**config.mk**
```make
export PLATFORM = sky130hd
export DESIGN_NAME = debounced_chronograph
export DESIGN_NICKNAME = d
export VERILOG_FILES = /design/src/design/dchrono_pkg.sv /design/src/design/debounced_chronograph.sv
export SDC_FILE = /design/constraint.sdc
export NUM_CORES = 2
export LEC_CHECK = 0
export BUFFER_PORTS_ARGS = -buffer_cell sky130_fd_sc_hd__buf_4
export CORE_MARGIN = 3
export CORE_UTILIZATION = 34
export DETAILED_ROUTE_END_ITERATION = 8
export MAX_ROUTING_LAYER = met4
export PLACE_DENSITY = 0.55
export SYNTH_ARGS = -nofsm -noshare
export SYNTH_HDL_FRONTEND = slang
export SYNTH_SLANG_ARGS = --single-unit
```
**constraint.sdc**
```tcl
create_clock -name clock -period 23.5 [get_ports clock]
set_input_delay 2.35 -clock clock [delete_from_list [all_inputs] [get_ports clock]]
set_output_delay 2.35 -clock clock [all_outputs]
set_load 0.01 [all_outputs]
```
**src/design/dchrono_pkg.sv**
```systemverilog
// dchrono_pkg: shared types, widths, register codes and reset values for the
// debounced chronograph. No dependencies; imported by debounced_chronograph.
package dchrono_pkg;

   localparam int TIME_WIDTH_DEFAULT = 48;
   localparam int STAMP_W            = 48;   // width of the timestamp / interval fields
   localparam int DEBOUNCE_W         = 20;
   localparam int DIST_W             = 20;
   localparam int MASS_W             = 16;
   localparam int CSR_DATA_W         = 20;
   localparam int CSR_IDX_W          = 2;
   localparam int RESULT_W           = 32;

   // Shared shift register for products, dividends and quotients.
   // mass * D^2 < 2^56, so 56 bits cover the widest numerator.
   localparam int ACC_W      = MASS_W + 2 * DIST_W;
   localparam int SQ_W       = 2 * DIST_W;
   localparam int SPEED_BITS = 30;            // D * 1000 < 2^30
   localparam int DIV_ITER   = ACC_W;
   localparam int CNT_W      = $clog2(DIV_ITER);

   localparam logic [CSR_IDX_W-1:0] CSR_DEBOUNCE = 2'd0;
   localparam logic [CSR_IDX_W-1:0] CSR_DIST     = 2'd1;
   localparam logic [CSR_IDX_W-1:0] CSR_MASS_A   = 2'd2;
   localparam logic [CSR_IDX_W-1:0] CSR_MASS_B   = 2'd3;

   localparam logic [DEBOUNCE_W-1:0] DEBOUNCE_RESET = 20'd200;
   localparam logic [DIST_W-1:0]     DIST_RESET     = 20'd68169;
   localparam logic [MASS_W-1:0]     MASS_A_RESET   = 16'd200;
   localparam logic [MASS_W-1:0]     MASS_B_RESET   = 16'd300;

   typedef enum logic [3:0] {
      ST_IDLE,
      ST_SPEED,
      ST_SQ,
      ST_EA_MUL,
      ST_EA_DIV1,
      ST_EA_DIV2,
      ST_EB_MUL,
      ST_EB_DIV1,
      ST_EB_DIV2,
      ST_FINISH
   } state_type;

   // Quotient of mass*D^2 / dt / dt, halved and clipped to 32 bits.
   function automatic logic [RESULT_W-1:0] energy_sat(input logic [ACC_W-1:0] q);
      logic [RESULT_W-1:0] res;
      if (|q[ACC_W-1:RESULT_W+1]) begin
         res = '1;
      end else begin
         res = q[RESULT_W:1];
      end
      return res;
   endfunction

endpackage

```
**src/design/debounced_chronograph.sv**
```systemverilog
// debounced_chronograph: light-gate edge debounce, interval, speed and energy.
// Depends on dchrono_pkg (widths, register codes, state type, saturation).
//
// Usage
//   req_*: one transaction per falling gate edge, timestamp in microseconds.
//   rsp_*: one transaction per edge: accepted flag, stored interval, speed
//          (mm/s) and kinetic energy for two masses (uJ), speed_valid low and
//          all results zero while the stored interval is zero.
//   csr_*: write-only registers (debounce, gate distance, mass a, mass b),
//          to be written by the user only while the block is idle; the block
//          does not enforce this. Unknown indexes are ignored.
// Sequencing
//   An edge with a zero interval goes from idle straight to the final state,
//   then into the result register. Otherwise one shared bit-serial unit does
//   the arithmetic one bit per cycle: a 30-step divide for speed, a 20-step
//   shift-add square of the distance, and per mass a 16-step shift-add
//   multiply and two 56-step divides (by dt, then by dt again). A new edge is
//   taken only after the final state has passed its result on.
// Reset
//   Synchronous, active high: registers go to their documented defaults, the
//   edge history and stored interval clear to zero, no result is pending.
// Back-pressure
//   Results sit in an output register; the next edge is taken while one waits.
//   A finished result holds in the final state until that register is free.
module debounced_chronograph #(
   parameter int TIME_WIDTH = dchrono_pkg::TIME_WIDTH_DEFAULT
) (
   input  logic                                  clock,
   input  logic                                  reset,
   // configuration
   input  logic                                  csr_wr_en,
   input  logic [dchrono_pkg::CSR_IDX_W-1:0]     csr_index,
   input  logic [dchrono_pkg::CSR_DATA_W-1:0]    csr_wdata,
   // edge transactions
   input  logic                                  req_valid,
   output logic                                  req_stall,
   input  logic [dchrono_pkg::STAMP_W-1:0]       req_edge_time_us,
   // result transactions
   output logic                                  rsp_valid,
   input  logic                                  rsp_stall,
   output logic                                  rsp_accepted,
   output logic [dchrono_pkg::STAMP_W-1:0]       rsp_interval_us,
   output logic                                  rsp_speed_valid,
   output logic [dchrono_pkg::RESULT_W-1:0]      rsp_speed_mm_s,
   output logic [dchrono_pkg::RESULT_W-1:0]      rsp_energy_a_uj,
   output logic [dchrono_pkg::RESULT_W-1:0]      rsp_energy_b_uj
);
   import dchrono_pkg::*;

   // ---------------------------------------------------------------------------
   // Registers
   // ---------------------------------------------------------------------------
   state_type              state_ff, state_in;
   logic [CNT_W-1:0]       cnt_ff, cnt_in;

   logic [DEBOUNCE_W-1:0]  debounce_ff;
   logic [DIST_W-1:0]      dist_ff;
   logic [MASS_W-1:0]      mass_a_ff;
   logic [MASS_W-1:0]      mass_b_ff;

   logic [TIME_WIDTH-1:0]  last_edge_ff, last_edge_in;
   logic [TIME_WIDTH-1:0]  last_acc_ff, last_acc_in;
   logic [TIME_WIDTH-1:0]  interval_ff, interval_in;
   logic                   acc_flag_ff, acc_flag_in;

   // Serial arithmetic: acc is product / dividend / quotient, rem the partial
   // remainder, mplr the multiplier bits consumed MSB first.
   logic [ACC_W-1:0]       acc_ff, acc_in;
   logic [TIME_WIDTH-1:0]  rem_ff, rem_in;
   logic [DIST_W-1:0]      mplr_ff, mplr_in;
   logic [SQ_W-1:0]        sq_ff, sq_in;
   logic [RESULT_W-1:0]    speed_ff, speed_in;
   logic [RESULT_W-1:0]    ea_ff, ea_in;

   logic                   rsp_valid_ff, rsp_valid_in;
   logic                   rsp_accepted_ff, rsp_accepted_in;
   logic [STAMP_W-1:0]     rsp_interval_ff, rsp_interval_in;
   logic                   rsp_speed_valid_ff, rsp_speed_valid_in;
   logic [RESULT_W-1:0]    rsp_speed_ff, rsp_speed_in;
   logic [RESULT_W-1:0]    rsp_ea_ff, rsp_ea_in;
   logic [RESULT_W-1:0]    rsp_eb_ff, rsp_eb_in;

   // ---------------------------------------------------------------------------
   // Edge front end: modular gap for debounce, absolute interval
   // ---------------------------------------------------------------------------
   logic                   req_take;
   logic [TIME_WIDTH-1:0]  t_cur;
   logic [TIME_WIDTH-1:0]  gap;
   logic                   gap_ok;
   logic [TIME_WIDTH-1:0]  abs_dt;
   logic [TIME_WIDTH-1:0]  new_dt;

   assign req_stall = (state_ff != ST_IDLE);
   assign req_take  = req_valid && !req_stall;

   // Timestamp masked (or zero-extended) to the internal time width.
   assign t_cur  = TIME_WIDTH'(req_edge_time_us);
   assign gap    = t_cur - last_edge_ff;
   assign gap_ok = gap > TIME_WIDTH'(debounce_ff);
   assign abs_dt = (last_acc_ff > t_cur) ? (last_acc_ff - t_cur) : (t_cur - last_acc_ff);
   assign new_dt = gap_ok ? abs_dt : interval_ff;

   // ---------------------------------------------------------------------------
   // Bit-serial datapath
   // ---------------------------------------------------------------------------
   logic [SPEED_BITS-1:0]  dist_k;      // D * 1000 = D*1024 - D*16 - D*8
   logic [ACC_W-1:0]       mcand;
   logic [ACC_W-1:0]       mul_acc;
   logic [TIME_WIDTH:0]    trial;
   logic                   div_ge;
   logic [TIME_WIDTH-1:0]  div_rem;
   logic [ACC_W-1:0]       div_acc;
   logic                   last_iter;
   logic                   rsp_free;
   logic                   dt_nz;

   assign dist_k = (SPEED_BITS'(dist_ff) << 10) - (SPEED_BITS'(dist_ff) << 4)
                 - (SPEED_BITS'(dist_ff) << 3);

   // shift-add multiply step
   assign mcand   = (state_ff == ST_SQ) ? ACC_W'(dist_ff) : ACC_W'(sq_ff);
   assign mul_acc = (acc_ff << 1) + (mplr_ff[DIST_W-1] ? mcand : '0);

   // restoring divide step, divisor is the stored interval
   assign trial   = {rem_ff, acc_ff[ACC_W-1]};
   assign div_ge  = trial >= {1'b0, interval_ff};
   assign div_rem = div_ge ? TIME_WIDTH'(trial - {1'b0, interval_ff})
                           : trial[TIME_WIDTH-1:0];
   assign div_acc = {acc_ff[ACC_W-2:0], div_ge};

   assign last_iter = (cnt_ff == '0);
   assign rsp_free  = !rsp_valid_ff || !rsp_stall;
   assign dt_nz     = |interval_ff;

   // ---------------------------------------------------------------------------
   // Sequencer: next state and datapath control
   // ---------------------------------------------------------------------------
   always_comb begin
      state_in           = state_ff;
      cnt_in             = cnt_ff;
      last_edge_in       = last_edge_ff;
      last_acc_in        = last_acc_ff;
      interval_in        = interval_ff;
      acc_flag_in        = acc_flag_ff;
      acc_in             = acc_ff;
      rem_in             = rem_ff;
      mplr_in            = mplr_ff;
      sq_in              = sq_ff;
      speed_in           = speed_ff;
      ea_in              = ea_ff;
      rsp_valid_in       = rsp_valid_ff && rsp_stall;
      rsp_accepted_in    = rsp_accepted_ff;
      rsp_interval_in    = rsp_interval_ff;
      rsp_speed_valid_in = rsp_speed_valid_ff;
      rsp_speed_in       = rsp_speed_ff;
      rsp_ea_in          = rsp_ea_ff;
      rsp_eb_in          = rsp_eb_ff;

      case (state_ff)
         ST_IDLE: begin
            if (req_take) begin
               last_edge_in = t_cur;
               acc_flag_in  = gap_ok;
               if (gap_ok) begin
                  interval_in = abs_dt;
                  last_acc_in = t_cur;
               end
               if (new_dt == '0) begin
                  state_in = ST_FINISH;
               end else begin
                  // dividend left-aligned so 30 steps give the quotient
                  acc_in   = ACC_W'(dist_k) << (ACC_W - SPEED_BITS);
                  rem_in   = '0;
                  cnt_in   = CNT_W'(SPEED_BITS - 1);
                  state_in = ST_SPEED;
               end
            end
         end

         ST_SPEED: begin
            acc_in = div_acc;
            rem_in = div_rem;
            cnt_in = cnt_ff - CNT_W'(1);
            if (last_iter) begin
               speed_in = RESULT_W'(div_acc[SPEED_BITS-1:0]);
               acc_in   = '0;
               mplr_in  = dist_ff;
               cnt_in   = CNT_W'(DIST_W - 1);
               state_in = ST_SQ;
            end
         end

         ST_SQ: begin
            acc_in  = mul_acc;
            mplr_in = mplr_ff << 1;
            cnt_in  = cnt_ff - CNT_W'(1);
            if (last_iter) begin
               sq_in    = mul_acc[SQ_W-1:0];
               acc_in   = '0;
               mplr_in  = {mass_a_ff, {(DIST_W - MASS_W){1'b0}}};
               cnt_in   = CNT_W'(MASS_W - 1);
               state_in = ST_EA_MUL;
            end
         end

         ST_EA_MUL, ST_EB_MUL: begin
            acc_in  = mul_acc;
            mplr_in = mplr_ff << 1;
            cnt_in  = cnt_ff - CNT_W'(1);
            if (last_iter) begin
               rem_in   = '0;
               cnt_in   = CNT_W'(DIV_ITER - 1);
               state_in = (state_ff == ST_EA_MUL) ? ST_EA_DIV1 : ST_EB_DIV1;
            end
         end

         ST_EA_DIV1, ST_EB_DIV1: begin
            acc_in = div_acc;
            rem_in = div_rem;
            cnt_in = cnt_ff - CNT_W'(1);
            if (last_iter) begin
               // second pass divides the quotient by dt again
               rem_in   = '0;
               cnt_in   = CNT_W'(DIV_ITER - 1);
               state_in = (state_ff == ST_EA_DIV1) ? ST_EA_DIV2 : ST_EB_DIV2;
            end
         end

         ST_EA_DIV2: begin
            acc_in = div_acc;
            rem_in = div_rem;
            cnt_in = cnt_ff - CNT_W'(1);
            if (last_iter) begin
               ea_in    = energy_sat(div_acc);
               acc_in   = '0;
               mplr_in  = {mass_b_ff, {(DIST_W - MASS_W){1'b0}}};
               cnt_in   = CNT_W'(MASS_W - 1);
               state_in = ST_EB_MUL;
            end
         end

         ST_EB_DIV2: begin
            acc_in = div_acc;
            rem_in = div_rem;
            cnt_in = cnt_ff - CNT_W'(1);
            if (last_iter) begin
               state_in = ST_FINISH;
            end
         end

         ST_FINISH: begin
            // energy b is still in acc; zero interval gates every result
            if (rsp_free) begin
               rsp_valid_in       = 1'b1;
               rsp_accepted_in    = acc_flag_ff;
               rsp_interval_in    = STAMP_W'(interval_ff);
               rsp_speed_valid_in = dt_nz;
               rsp_speed_in       = dt_nz ? speed_ff : '0;
               rsp_ea_in          = dt_nz ? ea_ff : '0;
               rsp_eb_in          = dt_nz ? energy_sat(acc_ff) : '0;
               state_in           = ST_IDLE;
            end
         end

         default: begin
            state_in = ST_IDLE;
         end
      endcase
   end

   // ---------------------------------------------------------------------------
   // Control and architectural state
   // ---------------------------------------------------------------------------
   always_ff @(posedge clock) begin
      if (reset) begin
         state_ff     <= ST_IDLE;
         cnt_ff       <= '0;
         debounce_ff  <= DEBOUNCE_RESET;
         dist_ff      <= DIST_RESET;
         mass_a_ff    <= MASS_A_RESET;
         mass_b_ff    <= MASS_B_RESET;
         last_edge_ff <= '0;
         last_acc_ff  <= '0;
         interval_ff  <= '0;
         acc_flag_ff  <= 1'b0;
         rsp_valid_ff <= 1'b0;
      end else begin
         state_ff     <= state_in;
         cnt_ff       <= cnt_in;
         last_edge_ff <= last_edge_in;
         last_acc_ff  <= last_acc_in;
         interval_ff  <= interval_in;
         acc_flag_ff  <= acc_flag_in;
         rsp_valid_ff <= rsp_valid_in;
         if (csr_wr_en) begin
            case (csr_index)
               CSR_DEBOUNCE: debounce_ff <= csr_wdata[DEBOUNCE_W-1:0];
               CSR_DIST:     dist_ff     <= csr_wdata[DIST_W-1:0];
               CSR_MASS_A:   mass_a_ff   <= csr_wdata[MASS_W-1:0];
               CSR_MASS_B:   mass_b_ff   <= csr_wdata[MASS_W-1:0];
               default: begin
               end
            endcase
         end
      end
   end

   // payload, no reset needed
   always_ff @(posedge clock) begin
      acc_ff             <= acc_in;
      rem_ff             <= rem_in;
      mplr_ff            <= mplr_in;
      sq_ff              <= sq_in;
      speed_ff           <= speed_in;
      ea_ff              <= ea_in;
      rsp_accepted_ff    <= rsp_accepted_in;
      rsp_interval_ff    <= rsp_interval_in;
      rsp_speed_valid_ff <= rsp_speed_valid_in;
      rsp_speed_ff       <= rsp_speed_in;
      rsp_ea_ff          <= rsp_ea_in;
      rsp_eb_ff          <= rsp_eb_in;
   end

   assign rsp_valid       = rsp_valid_ff;
   assign rsp_accepted    = rsp_accepted_ff;
   assign rsp_interval_us = rsp_interval_ff;
   assign rsp_speed_valid = rsp_speed_valid_ff;
   assign rsp_speed_mm_s  = rsp_speed_ff;
   assign rsp_energy_a_uj = rsp_ea_ff;
   assign rsp_energy_b_uj = rsp_eb_ff;

   // ---------------------------------------------------------------------------
   // Assertions
   // ---------------------------------------------------------------------------
   // an accepted edge always starts work
   a_take_leaves_idle: assert property (@(posedge clock) disable iff (reset)
      req_take |=> (state_ff != ST_IDLE))
      else $error("edge taken but sequencer stayed idle");

   // a finished result with a free output register is delivered at once
   a_finish_delivers: assert property (@(posedge clock) disable iff (reset)
      (state_ff == ST_FINISH) && rsp_free |=> rsp_valid_ff && (state_ff == ST_IDLE))
      else $error("finished result not loaded into output register");

   // invalid speed means every derived result is zero
   a_invalid_zero: assert property (@(posedge clock) disable iff (reset)
      rsp_valid && !rsp_speed_valid |->
         (rsp_speed_mm_s == '0) && (rsp_energy_a_uj == '0) && (rsp_energy_b_uj == '0))
      else $error("nonzero result with zero interval");

endmodule

```
# Word-level counts from Yosys, hierarchy flattened
# Index checks and enable logic that the tools add are counted.
# word_totals
in_bits	75
ff_bits	598
out_inout_bits	148
word_cells	135
# classes
addsub	8
n_eq_ne	21
n_reduce_logical	40
n_mux	40
magnitude_cmp	3
# op_table
op	n
$mux 48	7
$pmux 56 s5	1
$mux 56	4
$pmux 48 s4	1
$sub 48x48->48	4
$mux 40	2
$pmux 20 s4	1
$mux 20	3
$add 56x40->56	1
$ge 49x48->1	1
$gt 48x20->1	1
$gt 48x48->1	1
$logic_not 48->1	1
$reduce_or 48->1	1
$reduce_or 23->1	2
$mux 4	10
$mux 32	1
$pmux 4 s8	1
$mux 6	5
$pmux 6 s5	1
$sub 30x23->30	1
$sub 30x24->30	1
$ne 2x2->1 const B	9
$reduce_and 2->1	9
23 further kinds	43

# Logic depth before layout (Yosys ltp)
# logic_depth
ltp_word	7
mapped_depth	30
mapped_depth_nobuf	27

# Least setup slack after synthesis
# No wires, ideal clock.
# synth_path
kind	input port to flip-flop
from	in req_edge_time_us[0] in the netlist's numbering
to	reg rem_ff[0], enable pin
path_buffers	0
stages	27
path_slack_ns	8.965
setup_time_ns	0.527
t_required_ns	22.973
arrival_ns	14.007
path_cell_list	inv_1 > ha_1 > inv_1 > fa_1 > a211oi_1 > o21ai_0 > a21oi_1 > o31ai_1 > nand2_1 > nand2_1 > a21oi_1 > o21bai_1 > a21oi_1 > xnor2_1 > ha_1 > nand4_1 > a21oi_1 > a2111oi_0 > a21oi_1 > a2111oi_0 > and4_1 > nand4_1 > nor3_1 > and4_1 > nor4_2 > nor3_1 > a21boi_0
# synth_between
elab_chain_len	6
elab_cells_between_ends	10
cone_classes	add/sub (3); order compare (2); eq/ne (1); mux (2); reduce/logical (2)
# synth_lines
item	line_no	text
start, declared	debounced_chronograph.sv:37	input logic [dchrono_pkg::STAMP_W-1:0] req_edge_time_us,
$sub 48x48->48, or another cell as far along	debounced_chronograph.sv:98	assign gap = t_cur - last_edge_ff;
$gt 48x20->1 or $mux 48 (tied branches)	debounced_chronograph.sv:99, debounced_chronograph.sv:100	
$mux 48 (*)	n/a	
$logic_not 48->1 (*)	debounced_chronograph.sv:168	if (new_dt == '0) begin
$ne 2x2->1 (no line) (*)	n/a	
$reduce_and 4->1 (no line) (*)	n/a	
end signal, assigned	debounced_chronograph.sv:311	rem_ff <= rem_in;
end, declared	debounced_chronograph.sv:69	logic [TIME_WIDTH-1:0] rem_ff, rem_in;
# Every way passes the cells marked *; elsewhere a longest branch is shown, timed or not.
# A chain may end at the register's enable or synchronous reset.

# Final worst setup path
# layout_path
from	in req_edge_time_us[0] in the netlist's numbering
to	reg rem_ff[35], enable pin
# The elaborated chain is that of the path after synthesis.

==> results.md <==
- CTS tree: yes
- Antenna violations before repair: 3
- DR iter-0 viols: 2709
- Fin Setup TNS: 0 ps
- Number of sinks on the clock net: 598
- Power Density: 117 mW/mm²
- Combinational share of power: 0.476
- Register area: 0.0157 mm²
- Initial DRT Pass Iterations: 6
- IO Pins: 223
- Top cell type's share of synthesized area: 0.288
- CTS clk-pin slew, worst paths: 60 ps
- Post-synth EDFFs: 370
- HPWL Detailed: 85300 µm
- Final hold violations: 0
- First-pass GRT wire length: 177000 µm
- Max-slew violations: 0
- Max Freq: 0.109 GHz
- Synth Area per Inst: 9.00 µm²
- Cell mode on critical path: a21oi_1
- Switching power total: 2140 µW
- Die Span Y: 343 µm
- Nets: 4797
- Reg2Reg Capture Point: rem_ff[35]$_DFFE_PP_
- Register bit total from synthesis: 598
- Vias: 31.8k
- Post-route setup slack: 14360 ps
- Leakage: 0.0177 µW
- Min-Delay Path Class: reg2reg
- Die Wd: 343 µm
- GRT Util Overall: 0.195
- Number of H-tree levels: 3
- Hold_sp: acc_flag_ff$_SDFFE_PP0P_
- Seq/Total Area, Yosys: 0.406
- Dominant cell type by area after synthesis: edfxtp_1
- Area contributors post-synth: edfxtp_1, dfxtp_1, ha_1, a21oi_1, nand2_1
- Sequential power share: 0.312
- Clock share of power: 0.213
- ANT nets after route: 0
- R2r setup slk: 15940 ps
- Power Total: 5120 µW
- # DRC: 0
- Mapped cell area: 0.0386 mm²
- Setup violations, final: 0
- Worst hold path cell count: 0
- Worst path required time: 23770 ps
- Final period utilization: 0.389
- Status: finished, final reports clean
- Clk root buf: clkbuf_16
- Layout cells sized above 1: 0.0975
- Multi-input logic area: 0.0211 mm²
- Clk_lat worst skew: 660 ps
- Reg2reg path depth: 28
- Mapped Cells: 4293
- Hold Path Sink: rsp_accepted$_DFFE_PP_
- Post-route cell area: 0.0439 mm²
- Layout Utilization: 0.390
- Port Buffers: 220
- Switching Fraction: 0.417
- CP Capture Type: flop
- Final wirelength: 115000 µm
- Arr. time, crit path: 9420 ps
- DR vias/cell: 5.32
- Max Cap Viol: 0
- VDD IR max: 0.0598 mV
- Post-DR wirelength/cell: 19.2 µm
- Area growth syn-to-layout: 13.8%
- Routability cong.: 0.910
- Total CTS buffers: 70
- Post-synth top flop: edfxtp_1
- Worst slew margin: 0.186
- Initial Util: 0.343
- Buffer levels on the longest clock path: 3
- # rows: 123
- Bufs and invs on worst path: 5
- Dpl ws: 13670 ps
- Largest net degree at the start of global routing: 82
- Critical path type: in2reg
- Number of fill cells: 11.5k
- Slowest CP cell: buf_4
- # hold bufs at CTS: 0
- Layout Skew: 39.0 ps
- Slowest Stage Delay on Critical Path: 700 ps
- Critical path startpoint: req_edge_time_us[0]
- Worst-margin pin slew: 1220 ps
- Yosys cell types: 99
- FF-to-FF Start: last_edge_ff[0]$_SDFFE_PP0P_
- Top delay family on crit path: compound AO/OA/AOI/OAI gates
- Post-synthesis async set-or-reset flop share: 0
- Post-route minimum period: 9140 ps
- Post-CTS setup buffer count: 0
- CP Max Fanout: 60
- Post_cts resized: 0
- Total gr overflow: 0
- DIE AREA: 0.118 mm²
- RSZ-0062 raised after global routing: false
- Worst setup SP type: primary input
- YS warnings: 0
- Int Power: 2980 µW
- Area after DPL: 0.0417 mm²
- Vias in the first global route: 30.1k
- Core area: 0.113 mm²
through the flow:
step / std cells / hold slack, ps
3_5_place_dp: 5849 / 421
4_1_cts: 5972 / 433
3_3_place_gp: 5849 / 415
5_1_grt: 5975 / 439
6_report: 5976 / 431
2_1_floorplan: 4294 / 408
power groups by stage:
stage	Clock, µW	Sequential, µW	Combinational [µW]
finish	1090	1600	2430
global route	1160	1620	2720
CTS	1120	1600	2430
detailed placement	0	1620	2420
global placement	0	1620	2400
floorplan	0	1530	1870
cell usage in the layout (no fill, tap or decap), types with 121 or more instances in the layout:
cell        n
a21oi_1   463
nand2_1   459
nor2_1    386
edfxtp_1  370
inv_1     300
ha_1      283
buf_4     252
dfxtp_1   228
o21ai_0   164
xnor2_1   121
per-layer routing:
layer	vias to the layer above	track usage	wire [µm]
met3	141	0.0264	6150
met4	0	0.0496	2340
met5	-	-	0
li1	15600	-	-
met2	858	0.295	51000
met1	15200	0.275	55300
worst max path at each step:
stage | end | slack (ps) | cells past startpoint
finish | rem_ff[35]$_DFFE_PP_ | 14360 | 30
global route | rem_ff[34]$_DFFE_PP_ | 13880 | 30
CTS | rem_ff[30]$_DFFE_PP_ | 14380 | 30
detailed placement | rem_ff[37]$_DFFE_PP_ | 13670 | 30
global placement | rem_ff[37]$_DFFE_PP_ | 13770 | 30
floorplan | rem_ff[0]$_DFFE_PP_ | 8970 | 27
kinds of logic (layout without fill, tap and decap cells):
family          Yosys count  in the layout  synth area share
compound gates         1208           1208             0.200
xor+xnor                184            184            0.0417
fa+ha+maj               302            302             0.101
buf+inv                 500            678            0.0517
flops                   598            598             0.406
mux                     116            116            0.0304
other cells               1              6         0.0000971
simple gates           1384           1384             0.169
cells in the mapped netlist, types with 23 or more instances:
| cell | number |
|---|---|
| a21oi_1 | 465 |
| nand2_1 | 460 |
| nor2_1 | 388 |
| edfxtp_1 | 370 |
| inv_1 | 300 |
| ha_1 | 283 |
| dfxtp_1 | 228 |
| o21ai_0 | 165 |
| clkbuf_1 | 139 |
| xnor2_1 | 121 |
| a21o_1 | 118 |
| mux2i_1 | 107 |
| nor2b_1 | 90 |
| nor3_1 | 69 |
| nand2b_1 | 64 |
| xor2_1 | 63 |
| nand3_1 | 60 |
| and3_1 | 55 |
| o21bai_1 | 53 |
| a211oi_1 | 49 |
| a21boi_0 | 43 |
| nand4_1 | 43 |
| o211ai_1 | 38 |
| nor4_1 | 31 |
| a22o_1 | 30 |
| o21a_1 | 29 |
| buf_2 | 26 |
| a221o_1 | 24 |
| a31oi_1 | 23 |
sequential cells by signal (all words and copies together) (netlist names), 30 cells and up:
signal	cells
rsp_interval_us	48
sq_ff	40
last_acc_ff	48
rsp_energy_a_uj	32
rem_ff	48
ea_ff	32
interval_ff	48
rsp_energy_b_uj	32
acc_ff	56
rsp_speed_mm_s	30
last_edge_ff	48
speed_ff	30
cell type report:
cell class / instances / area share
Multi-Input combinational cell: 3196 / 0.480
Timing Repair Buffer: 253 / 0.0433
Sequential cell: 598 / 0.357
Clock buffer: 86 / 0.0429
Tap cell: 1500 / 0.0427
Inverter: 302 / 0.0258
Clock inverter: 37 / 0.00866
Antenna cell: 4 / 0.000228
Note: power is estimated with default switching activity, not from simulation.
